===== config.mk =====
export PLATFORM = sky130hd
export DESIGN_NAME = double_float_add_sub
export DESIGN_NICKNAME = d
export VERILOG_FILES = /design/src/sv/dfas_pkg.sv /design/src/sv/dfas_align.sv /design/src/sv/dfas_addsub.sv /design/src/sv/dfas_norm.sv /design/src/sv/dfas_round.sv /design/src/sv/double_float_add_sub.sv
export SDC_FILE = /design/constraint.sdc
export NUM_CORES = 2
export LEC_CHECK = 0
export ABC_CLOCK_PERIOD_IN_PS = 7300
export BUFFER_PORTS_ARGS = -buffer_cell sky130_fd_sc_hd__buf_2
export CORE_MARGIN = 8
export CORE_UTILIZATION = 35
export DETAILED_ROUTE_END_ITERATION = 10
export GPL_TIMING_DRIVEN = 0
export PLACE_DENSITY = 0.58
export SETUP_SLACK_MARGIN = 0.5
export SYNTH_ARGS = -nofsm -noshare
export SYNTH_HDL_FRONTEND = slang
export SYNTH_HIERARCHICAL = 1
export SYNTH_SLANG_ARGS = --single-unit

===== constraint.sdc =====
create_clock -name i_clk -period 7.3 [get_ports i_clk]
set_clock_uncertainty 0.15 [all_clocks]
set_input_delay 0.365 -clock i_clk [delete_from_list [all_inputs] [get_ports i_clk]]
set_output_delay 0.365 -clock i_clk [all_outputs]
set_load 0.005 [all_outputs]

===== src/sv/dfas_pkg.sv =====
package dfas_pkg;

    localparam int ExpW  = 11;
    localparam int FracW = 52;
    localparam int MantW = 56;   // hidden bit, 52 fraction bits, guard, round, sticky
    localparam int SumW  = 57;   // one carry bit above the mantissa
    localparam int ShW   = 6;

    localparam logic [ExpW-1:0] ExpMax   = 11'h7FF;
    localparam logic [63:0]     QnanBits = 64'h7FF8_0000_0000_0000;

    // Control that travels beside the mantissa through the pipeline.
    typedef struct packed {
        logic        valid;
        logic        special;    // result is fully known, carried in the bypass word
        logic [63:0] bypass;
        logic        sign;
        logic [12:0] exp;        // working exponent, room for a carry
    } t_ctl;

    // Counts leading zeros of a 57-bit word. A priority scan over independent
    // bit positions, no chain of dependent arithmetic.
    function automatic logic [ShW:0] lzc57(input logic [SumW-1:0] v);
        logic [ShW:0] n;
        logic         found;
        n = 7'd57;
        found = 1'b0;
        for (int i = SumW - 1; i >= 0; i--) begin
            if (!found && v[i]) begin
                n = 7'(SumW - 1 - i);
                found = 1'b1;
            end
        end
        return n;
    endfunction

endpackage


===== src/sv/dfas_align.sv =====
// Stage one: special operands, operand swap and alignment with sticky bit.
module dfas_align (
    input  logic                     i_clk,
    input  logic                     i_rst_n,
    input  logic                     i_valid,
    input  logic                     i_req_type,
    input  logic [63:0]              i_operand_a,
    input  logic [63:0]              i_operand_b,
    output dfas_pkg::t_ctl           o_ctl,
    output logic                     o_sub,
    output logic [dfas_pkg::MantW-1:0] o_ma,
    output logic [dfas_pkg::MantW-1:0] o_mb
);
    logic [63:0] b;
    logic        sa, sb, a_nan, b_nan, a_inf, b_inf, a_zero, b_zero, swap;
    logic [10:0] ea_raw, eb_raw, ea, eb, diff;
    logic [dfas_pkg::MantW-1:0] ma, mb, big, lit, shifted, lost_mask;
    logic        sticky;
    dfas_pkg::t_ctl n_ctl, r_ctl;
    logic        r_sub;
    logic [dfas_pkg::MantW-1:0] r_ma, r_mb;

    always_comb begin
        b      = {i_operand_b[63] ^ i_req_type, i_operand_b[62:0]};
        sa     = i_operand_a[63];
        sb     = b[63];
        ea_raw = i_operand_a[62:52];
        eb_raw = b[62:52];
        a_nan  = (ea_raw == dfas_pkg::ExpMax) && (i_operand_a[51:0] != '0);
        b_nan  = (eb_raw == dfas_pkg::ExpMax) && (b[51:0] != '0);
        a_inf  = (ea_raw == dfas_pkg::ExpMax) && (i_operand_a[51:0] == '0);
        b_inf  = (eb_raw == dfas_pkg::ExpMax) && (b[51:0] == '0);
        a_zero = (i_operand_a[62:0] == '0);
        b_zero = (b[62:0] == '0);
        ea     = (ea_raw == '0) ? 11'd1 : ea_raw;
        eb     = (eb_raw == '0) ? 11'd1 : eb_raw;
        ma     = {(ea_raw != '0), i_operand_a[51:0], 3'b000};
        mb     = {(eb_raw != '0), b[51:0], 3'b000};
        swap   = eb > ea;
        big    = swap ? mb : ma;
        lit    = swap ? ma : mb;
        diff   = swap ? (eb - ea) : (ea - eb);

        lost_mask = '0;
        if (diff >= 11'(dfas_pkg::MantW)) begin
            shifted = '0;
            sticky  = (lit != '0);
        end else begin
            lost_mask = ~({dfas_pkg::MantW{1'b1}} << diff[5:0]);
            shifted   = lit >> diff[5:0];
            sticky    = (lit & lost_mask) != '0;
        end

        n_ctl.valid   = i_valid;
        n_ctl.special = 1'b1;
        n_ctl.sign    = swap ? sb : sa;
        n_ctl.exp     = {2'b00, swap ? eb : ea};
        if (a_nan) begin
            n_ctl.bypass = i_operand_a;
        end else if (a_inf) begin
            n_ctl.bypass = (b_nan) ? b : ((b_inf && sa != sb) ? dfas_pkg::QnanBits
                                                                : i_operand_a);
        end else if (eb_raw == dfas_pkg::ExpMax) begin
            n_ctl.bypass = b;
        end else if (a_zero) begin
            n_ctl.bypass = b_zero ? {sa & sb, 63'd0} : b;
        end else if (b_zero) begin
            n_ctl.bypass = i_operand_a;
        end else begin
            n_ctl.bypass  = '0;
            n_ctl.special = 1'b0;
        end
    end

    always_ff @(posedge i_clk) begin
        if (!i_rst_n) begin
            r_ctl.valid <= 1'b0;
        end else begin
            r_ctl.valid <= n_ctl.valid;
        end
        r_ctl.special <= n_ctl.special;
        r_ctl.bypass  <= n_ctl.bypass;
        r_ctl.sign    <= n_ctl.sign;
        r_ctl.exp     <= n_ctl.exp;
        r_sub         <= sa ^ sb;
        r_ma          <= big;
        r_mb          <= {shifted[dfas_pkg::MantW-1:1], shifted[0] | sticky};
    end

    assign o_ctl = r_ctl;
    assign o_sub = r_sub;
    assign o_ma  = r_ma;
    assign o_mb  = r_mb;
endmodule


===== src/sv/dfas_addsub.sv =====
// Stage two: magnitude add or subtract and leading zero count.
module dfas_addsub (
    input  logic                       i_clk,
    input  logic                       i_rst_n,
    input  dfas_pkg::t_ctl             i_ctl,
    input  logic                       i_sub,
    input  logic [dfas_pkg::MantW-1:0] i_ma,
    input  logic [dfas_pkg::MantW-1:0] i_mb,
    output dfas_pkg::t_ctl             o_ctl,
    output logic [dfas_pkg::SumW-1:0]  o_sum,
    output logic [dfas_pkg::ShW:0]     o_lz
);
    logic [dfas_pkg::SumW-1:0] a, b, s, diff_ab, diff_ba;
    logic                      sign;
    dfas_pkg::t_ctl            n_ctl, r_ctl;
    logic [dfas_pkg::SumW-1:0] r_sum;
    logic [dfas_pkg::ShW:0]    r_lz;

    always_comb begin
        a       = {1'b0, i_ma};
        b       = {1'b0, i_mb};
        diff_ab = a - b;
        diff_ba = b - a;
        sign    = i_ctl.sign;
        if (!i_sub) begin
            s = a + b;
        end else if (a >= b) begin
            s = diff_ab;
        end else begin
            // Only reachable with equal exponents, where the smaller operand won the swap.
            s    = diff_ba;
            sign = ~i_ctl.sign;
        end
        n_ctl      = i_ctl;
        n_ctl.sign = sign;
        if (!i_ctl.special && s == '0) begin
            n_ctl.special = 1'b1;
            n_ctl.bypass  = '0;
        end
    end

    always_ff @(posedge i_clk) begin
        if (!i_rst_n) begin
            r_ctl.valid <= 1'b0;
        end else begin
            r_ctl.valid <= n_ctl.valid;
        end
        r_ctl.special <= n_ctl.special;
        r_ctl.bypass  <= n_ctl.bypass;
        r_ctl.sign    <= n_ctl.sign;
        r_ctl.exp     <= n_ctl.exp;
        r_sum         <= s;
        r_lz          <= dfas_pkg::lzc57(s);
    end

    assign o_ctl = r_ctl;
    assign o_sum = r_sum;
    assign o_lz  = r_lz;
endmodule


===== src/sv/dfas_norm.sv =====
// Stage three: normalization shift limited by the minimum exponent.
module dfas_norm (
    input  logic                      i_clk,
    input  logic                      i_rst_n,
    input  dfas_pkg::t_ctl            i_ctl,
    input  logic [dfas_pkg::SumW-1:0] i_sum,
    input  logic [dfas_pkg::ShW:0]    i_lz,
    output dfas_pkg::t_ctl            o_ctl,
    output logic [dfas_pkg::MantW-1:0] o_m
);
    logic [dfas_pkg::MantW-1:0] m;
    logic [12:0]                e, room, sh;
    dfas_pkg::t_ctl             n_ctl, r_ctl;
    logic [dfas_pkg::MantW-1:0] r_m;

    always_comb begin
        n_ctl = i_ctl;
        m     = i_sum[dfas_pkg::MantW-1:0];
        e     = i_ctl.exp;
        room  = '0;
        sh    = '0;
        if (i_sum[dfas_pkg::SumW-1]) begin
            m = {i_sum[dfas_pkg::SumW-1:2], i_sum[1] | i_sum[0]};
            e = i_ctl.exp + 13'd1;
        end else begin
            // Leading zeros above the hidden bit position, capped so exp stays at 1.
            room = i_ctl.exp - 13'd1;
            sh   = {6'd0, i_lz} - 13'd1;
            if (sh > room) begin
                sh = room;
            end
            m = i_sum[dfas_pkg::MantW-1:0] << sh[5:0];
            e = i_ctl.exp - sh;
        end
        n_ctl.exp = e;
    end

    always_ff @(posedge i_clk) begin
        if (!i_rst_n) begin
            r_ctl.valid <= 1'b0;
        end else begin
            r_ctl.valid <= n_ctl.valid;
        end
        r_ctl.special <= n_ctl.special;
        r_ctl.bypass  <= n_ctl.bypass;
        r_ctl.sign    <= n_ctl.sign;
        r_ctl.exp     <= n_ctl.exp;
        r_m           <= m;
    end

    assign o_ctl = r_ctl;
    assign o_m   = r_m;
endmodule


===== src/sv/dfas_round.sv =====
// Stage four: round to nearest even, overflow and packing.
module dfas_round (
    input  logic                       i_clk,
    input  logic                       i_rst_n,
    input  dfas_pkg::t_ctl             i_ctl,
    input  logic [dfas_pkg::MantW-1:0] i_m,
    output logic                       o_valid,
    output logic [63:0]                o_bits
);
    logic [2:0]  low;
    logic [53:0] m;
    logic [12:0] e, field;
    logic [63:0] n_bits, r_bits;
    logic        r_valid;

    always_comb begin
        low = i_m[2:0];
        m   = {1'b0, i_m[dfas_pkg::MantW-1:3]};
        e   = i_ctl.exp;
        if (low > 3'd4 || (low == 3'd4 && m[0])) begin
            m = m + 54'd1;
        end
        if (m[53]) begin
            m = m >> 1;
            e = e + 13'd1;
        end
        field = m[52] ? e : 13'd0;
        if (i_ctl.special) begin
            n_bits = i_ctl.bypass;
        end else if (field >= {2'b00, dfas_pkg::ExpMax}) begin
            n_bits = {i_ctl.sign, dfas_pkg::ExpMax, 52'd0};
        end else begin
            n_bits = {i_ctl.sign, field[10:0], m[51:0]};
        end
    end

    always_ff @(posedge i_clk) begin
        if (!i_rst_n) begin
            r_valid <= 1'b0;
        end else begin
            r_valid <= i_ctl.valid;
        end
        r_bits <= n_bits;
    end

    assign o_valid = r_valid;
    assign o_bits  = r_bits;
endmodule


===== src/sv/double_float_add_sub.sv =====
// Binary64 adder and subtractor, rounding to nearest even.
//
// Command channel: drive i_req_type, i_operand_a and i_operand_b with start
// high; the word is taken at that clock edge when busy is low. busy is tied
// low because the pipeline never needs to refuse a word, so one word may be
// issued on every cycle.
//
// Result channel: o_sum_bits is valid for exactly one cycle while o_done is high.
// Results leave in issue order; alignment,
// magnitude add with leading zero count, normalization, and rounding with packing
// are each one register stage. Throughput is one word per cycle, set by the
// fully pipelined datapath.
//
// The receiver cannot stall; it must take each result in its strobe cycle.
// A synchronous active-low reset clears every valid bit, so no strobe appears
// for words in flight at reset. NaN, infinity and zero operands are resolved in
// the first stage and ride along the pipe as a finished bypass word.
module double_float_add_sub (
    input  logic        i_clk,
    input  logic        i_rst_n,
    input  logic        start,
    output logic        busy,
    input  logic        i_req_type,
    input  logic [63:0] i_operand_a,
    input  logic [63:0] i_operand_b,
    output logic        o_done,
    output logic [63:0] o_sum_bits
);
    dfas_pkg::t_ctl             ctl1, ctl2, ctl3;
    logic                       sub1;
    logic [dfas_pkg::MantW-1:0] ma1, mb1, m3;
    logic [dfas_pkg::SumW-1:0]  sum2;
    logic [dfas_pkg::ShW:0]     lz2;

    assign busy = 1'b0;

    dfas_align u_align (
        .i_clk(i_clk), .i_rst_n(i_rst_n), .i_valid(start & ~busy),
        .i_req_type(i_req_type), .i_operand_a(i_operand_a), .i_operand_b(i_operand_b),
        .o_ctl(ctl1), .o_sub(sub1), .o_ma(ma1), .o_mb(mb1)
    );

    dfas_addsub u_addsub (
        .i_clk(i_clk), .i_rst_n(i_rst_n), .i_ctl(ctl1), .i_sub(sub1),
        .i_ma(ma1), .i_mb(mb1), .o_ctl(ctl2), .o_sum(sum2), .o_lz(lz2)
    );

    dfas_norm u_norm (
        .i_clk(i_clk), .i_rst_n(i_rst_n), .i_ctl(ctl2), .i_sum(sum2), .i_lz(lz2),
        .o_ctl(ctl3), .o_m(m3)
    );

    dfas_round u_round (
        .i_clk(i_clk), .i_rst_n(i_rst_n), .i_ctl(ctl3), .i_m(m3),
        .o_valid(o_done), .o_bits(o_sum_bits)
    );
endmodule


---- After elaboration in Yosys (flattened, before gate mapping) ----
Cells that the tools add are included.
storage, ports and cells
  bits in registers ....................... 534
  input bits .............................. 132
  word-level logic and storage cells ...... 342
cells by class
  bitwise operators ....................... 8
  multiplexer cells ....................... 144
  equality and inequality tests ........... 4
  add/subtract/negate cells ............... 11
  $lt $le $gt $ge ......................... 6
  reductions and logical operators ........ 138
  shift operators ......................... 3
operators with widths
  operator                 number
  $mux W64                 9
  $mux W6                  32
  $logic_not A63 Y1        2
  $mux W57                 2
  $sub A56 B56 Y57         2
  $mux W56                 2
  $reduce_bool A56 Y1      2
  $logic_not A52 Y1        2
  $reduce_bool A52 Y1      2
  $mux W5                  16
  $mux W13                 5
  $logic_and A1 B1 Y1      63
  $mux W63                 1
  $mux W1                  62
  $add A56 B56 Y57         1
  $logic_not A1 Y1         57
  $logic_not A57 Y1        1
  $and A56 B56 Y56         1
  $ge A56 B56 Y1           1
  $not A56 Y56             1
  $reduce_or A56 Y1        1
  $shl A56 B6 Y56          1
  $shl A56 B6 Y56 const A  1
  $shr A56 B6 Y56          1
  other kinds (30)         46

---- Logic depth before layout (Yosys ltp) ----
  depth in word-level cells ............... 172
  gate-level depth with buffers ........... 29

---- Cells and area by module ----
Netlist, hierarchy kept.
modules (own cells, without submodules)
  module                seq. area each (um^2)  cells an instance  area each (um^2)  times used
  dfas_addsub           2862.7                 2078               15088.2           1
  dfas_align            3763.6                 1538               12465.7           1
  dfas_norm             2722.6                 973                8540.7            1
  dfas_round            1301.2                 527                4192.8            1
  double_float_add_sub  0.0                    2                  11.3              1

---- Worst setup path before layout ----
No wires, ideal clock.
  path kind ............................... register to register
  from .................................... register u_addsub.r_ctl, in the netlist u_addsub/o_ctl[4]
  to ...................................... register u_norm.r_ctl, in the netlist u_norm/o_ctl[12]
  clock period less this slack ............ 6072 ps
  data required time ...................... 7021 ps
  arrival time ............................ 5793 ps
  setup time .............................. 129 ps
  stages on the path, launching flop included .. 28
  slack ................................... 1228 ps
  cells stage by stage .................... dfxtp_1 > nor4_1 > nand2_1 > nor3_1 > xnor2_1 > ha_1 > nand4_2 > or4_4 > buf_6 > o21a_1 > mux2i_4 > inv_2 > clkbuf_1 > clkbuf_1 > ha_1 > xnor2_1 > nor2_1 > ha_1 > nor2b_1 > o21a_1 > o21ai_0 > a21oi_1 > o21ai_0 > a21oi_1 > o21ai_0 > nand2b_1 > a21oi_1 > xnor3_1
on the way
  cells in the longest elaborated chain, start to end .. 6
RTL lines
  item                line               RTL
  start, declared     dfas_addsub.sv:15  dfas_pkg::t_ctl n_ctl, r_ctl;
  $sub A11 B1 Y12     dfas_norm.sv:27    room = i_ctl.exp - 13'd1;
  $gt A13 B13 Y1      dfas_norm.sv:29    if (sh > room) begin
  $mux W13            dfas_norm.sv:29
  $mux W13            dfas_norm.sv:22    if (i_sum[dfas_pkg::SumW-1]) begin
  $sub A11 B13 Y13 *  dfas_norm.sv:33    e = i_ctl.exp - sh;
  $mux W13 *          dfas_norm.sv:22
  via u_norm.e[12]    dfas_norm.sv:12    logic [12:0] e, room, sh;
  end, declared       dfas_norm.sv:13    dfas_pkg::t_ctl n_ctl, r_ctl;
The timed path passes the listed nets; every way through them passes the cells marked *. The select of a mux whose other input is x is not followed.
A chain may end at the register's enable or synchronous reset.

---- Worst setup path in the final report ----
  from .................................... register u_align.r_ma, in the netlist u_align/o_ma[19]
  to ...................................... register u_addsub.r_ctl, in the netlist u_addsub/o_ctl[58]
on the way
  cells in the longest elaborated chain, start to end .. 5
  elaborated cells between the ends (all ways) .. 8
  those cells by class .................... add/sub (3); order compare (1); mux (2); reduce/logical (2)
RTL lines
  item                                      line               RTL
  start, declared                           dfas_align.sv:21   logic [dfas_pkg::MantW-1:0] r_ma, r_mb;
  start signal, assigned                    dfas_align.sv:86   r_ma <= big;
  $sub A56 B56 Y57 (tied with other cells)  dfas_addsub.sv:23  diff_ba = b - a;
  $mux W57                                  dfas_addsub.sv:27  end else if (a >= b) begin
  $mux W57 *                                dfas_addsub.sv:25  if (!i_sub) begin
  via u_addsub.s, one bit                   dfas_addsub.sv:13  logic [dfas_pkg::SumW-1:0] a, b, s, diff_ab, diff_ba;
  $logic_not A57 Y1 *                       dfas_addsub.sv:36  if (!i_ctl.special && s == '0) begin
  $logic_and A1 B1 Y1 *                     dfas_addsub.sv:36
The timed path passes the listed nets; every way through them passes the cells marked *.

==> run_results.csv <==
group,metric,value,unit
clocking,cts_tree,"built",
global_routing,grt.total_usage,33.9,%
setup_path,r2r_start,"u_align/o_ma[19]$_DFF_P_",
die,die-area,126000,µm²
yosys,synth_area_per_cell,7.87,µm²
setup_path,startpoint_type,"flip-flop",
sta,setup_viol,0,
routing,wirelength,227000,µm
global_routing,grt_pass1_vias,42700,
setup_path,rr_worst_depth,20,
status,status,"completed",
clocking,clkLatencyLatePin,0.68,ns
routing,detail_route.vias_per_cell,6.35,
die,die_height,355,µm
global_routing,grt_pass1_wl,316000,µm
min_path,worstHoldStart,"i_operand_a[17]",
global_routing,grt_max_degree,19,
clocking,cts_buffers,56,
cells_and_area,mostFrequentLayoutCells,"nand2_1 (604), dfxtp_1 (531), a21oi_1 (365), nor2_1 (332), o21ai_0 (325)",
job,drv_cap,0,
pwr,ir_worst_vdd,0.000195,V
placement,placed_cells,6830,
placement,post-place-ws,-0.686,ns
routing,dr.pass1.iters,6,
cells_and_area,nNetsFinal,5856,
setup_path,end_kind,"flip-flop",
sta,holdWs,0.0185,ns
routing,antenna_left,0,
cells_and_area,final_common_cell,"nand2_1",
yosys,ys_ff_latch,532,
die,start_util,35.2,%
die,rows,124,
min_path,hold_depth,3,
yosys,synth_area,40300,µm²
sta,hold_viol,0,
pwr,power.density,375,nW/µm²
sta,timing.fmax,148,MHz
cells_and_area,syn_to_final_growth,15.9,%
sta,drv_slew,0,
setup_path,critical_path_required,7.69,ns
routing,remaining_drc_errors,0,
clocking,cts_buffer_depth,3,
setup_path,r2r_end,"u_addsub/o_ctl[58]$_SDFF_PP0_",
global_routing,grt_remaining_overflow,0,
routing,drt_iter0_markers,6438,
yosys,ys_seq_area_share,26.4,%
sta,setup_ws,0.548,ns
setup_path,crit_chain,"inv_1 > ha_1 > buf_2 > buf_1 > nand2_1 > o21ai_0 > a211oi_1 > a211oi_1 > o31ai_1 > nand4_1 > a31o_2 > nand4_1 > or2_2 > nor4_4 > nand4b_4 > nor3_2 > and3b_1 > buf_6 > buf_4 > nor2b_1",
yosys,yosys_warnings,6,
min_path,hold_end,"u_align/o_ma[20]$_DFF_P_",
cells_and_area,design_area,46700,µm²
sta,fin_crit,6.75,ns
cells_and_area,layout.cells.non_filler,7064,
routing,vias,44900,
yosys,synth-async-reset-ratio,0,%
global_routing,antenna_found_initial,15,
sta,slew_headroom,7.34,%
placement,hpwl,183000,µm
setup_path,path_max_fanout,10,
yosys,synth_flop_cell,"dfxtp_1",
setup_path,crit_slowest_cell,"o21ai_0",
sta,min_period_over_period,92.5,%
placement,place_congestion,1.04,
clocking,clk_pin_slew,0.06,ns
min_path,hold_path_class,"in2reg",
routing,avgRoutedWirePerCell,32.1,µm
setup_path,rrSetupSlack,0.55,ns
yosys,netlist_instances,5118,
yosys,synth_edf_count,0,
placement,post_dp_cell_area,43200,µm²
clocking,cts_sinks,532,
die,dieWidth,355,µm
clocking,h-tree-depth,2,
die,fp.coreArea,114000,µm²
setup_path,critPathMaxStageDelay,0.92,ns
pwr,power_leakage,19.1,nW
clocking,cts-root-buf,"clkbuf_16",
cells_and_area,drive_above_1_share,12.6,%
die,io_pins,198,
sta,tightest_slew,1.38,ns
sta,rsz0062_at_grt,"false",
setup_path,cp.arrival,7.14,ns
placement,portBuffers,196,
yosys,ys_types,124,
setup_path,path_class,"reg2reg",
[worst max-delay path by stage]
stage                                    endpoint                   startpoint  slack, ns  cells past startpoint
floorplan                u_norm/o_ctl[12]$_DFF_P_    u_addsub/o_ctl[4]$_DFF_P_       1.23                     27
global placement         u_norm/o_ctl[12]$_DFF_P_    u_addsub/o_ctl[5]$_DFF_P_      -0.52                     25
detailed placement       u_norm/o_ctl[12]$_DFF_P_  u_addsub/o_lz[3]$_SDFF_PP1_      -0.69                     24
CTS                      u_norm/o_ctl[12]$_DFF_P_    u_addsub/o_ctl[8]$_DFF_P_       0.48                     24
global route             u_norm/o_ctl[11]$_DFF_P_    u_addsub/o_ctl[8]$_DFF_P_       0.48                     28
finish              u_addsub/o_ctl[58]$_SDFF_PP0_     u_align/o_ma[19]$_DFF_P_       0.55                     20
[registers in the layout, summed over array words and instances, names as in the netlist]
| register | cells |
|---|---|
| u_addsub/o_ctl | 80 |
| u_norm/o_ctl | 80 |
| u_align/o_ctl | 78 |
| u_round/o_bits | 64 |
| u_addsub/o_sum | 57 |
| u_align/o_mb | 56 |
| u_norm/o_m | 56 |
| u_align/o_ma | 53 |
| u_addsub/o_lz | 6 |
| u_align/o_sub | 1 |
| u_round/o_valid | 1 |
[synthesized netlist by cell type (99+ instances only)]
cell | instances | area share (%)
ha_1 | 220 | 6.8
dfxtp_1 | 532 | 26
a21oi_1 | 367 | 4.6
nor2_1 | 334 | 3.1
inv_1 | 264 | 2.5
xnor2_1 | 99 | 2.2
o211ai_1 | 101 | 1.9
clkbuf_1 | 171 | 1.6
nand3_1 | 181 | 2.2
o21ai_0 | 329 | 4.1
mux2i_1 | 236 | 5.9
nor3_1 | 113 | 1.4
nand2_1 | 604 | 5.6
[critical path: cells and delay by family (launching register included)]
kind | cells | cell delay [ns]
AOI/OAI and AO/OA | 5 | 2.24
adders and majority gates | 1 | 0.28
and+or+nand+nor | 9 | 2.35
DFF | 1 | 0.49
buffers and inverters | 5 | 1.16
[cell type report]
cell class	instances	area [µm²]
Fill cell	12000	67600
Multi-Input combinational cell	3988	27300
Sequential cell	532	10700
Timing Repair Buffer	318	2160
Tap cell	1512	1890
Buffer	330	1640
Clock buffer	73	1550
Inverter	272	1020
Clock inverter	32	419
Antenna cell	7	17.5
[repair_timing]
action | CTS | global route
gates cloned | 0 | 1
hold endpoints to repair | 67 | 0
setup endpoints to repair | 79 | 75
hold buffers | 105 | 0
gates resized for setup | 36 | 44
pin swaps | 0 | 5
setup buffers | 3 | 12
[per-stage QoR]
stage / TNS (ns) / utilization (%) / power (W)
floorplan: 0 / - / 0.00985
global placement: -4.85 / 37.8 / 0.0140
detailed placement: -4.64 / 37.8 / 0.0139
CTS: 0 / 40.6 / 0.0171
global route: 0 / 40.8 / 0.0181
finish: 0 / 40.8 / 0.0175
[layer usage]
layer,global-route usage (%),wire (µm),up-vias
met5,0,104,-
met4,20.7,17300,16
met3,6.39,22100,657
met2,52.8,97600,2944
met1,43.3,89600,21800
li1,-,-,19500
[cell families after synthesis]
| family | synth area share (%) |
|---|---|
| other cells | 0.0279 |
| mux | 9.70 |
| xor+xnor | 3.33 |
| flops | 26.4 |
| simple gates | 21.6 |
| fa+ha+maj | 7.13 |
| compound gates | 25.3 |
| buf+inv | 6.51 |
[report_power, final]
part | total (W) | switching [W] | internal, W
Combinational | 0.0103 | 0.00693 | 0.00336
Sequential | 0.00423 | 0.000711 | 0.00352
Clock | 0.00299 | 0.00129 | 0.00170
Total | 0.0175 | 0.00893 | 0.00857
Note: power is estimated with default switching activity, not from simulation.
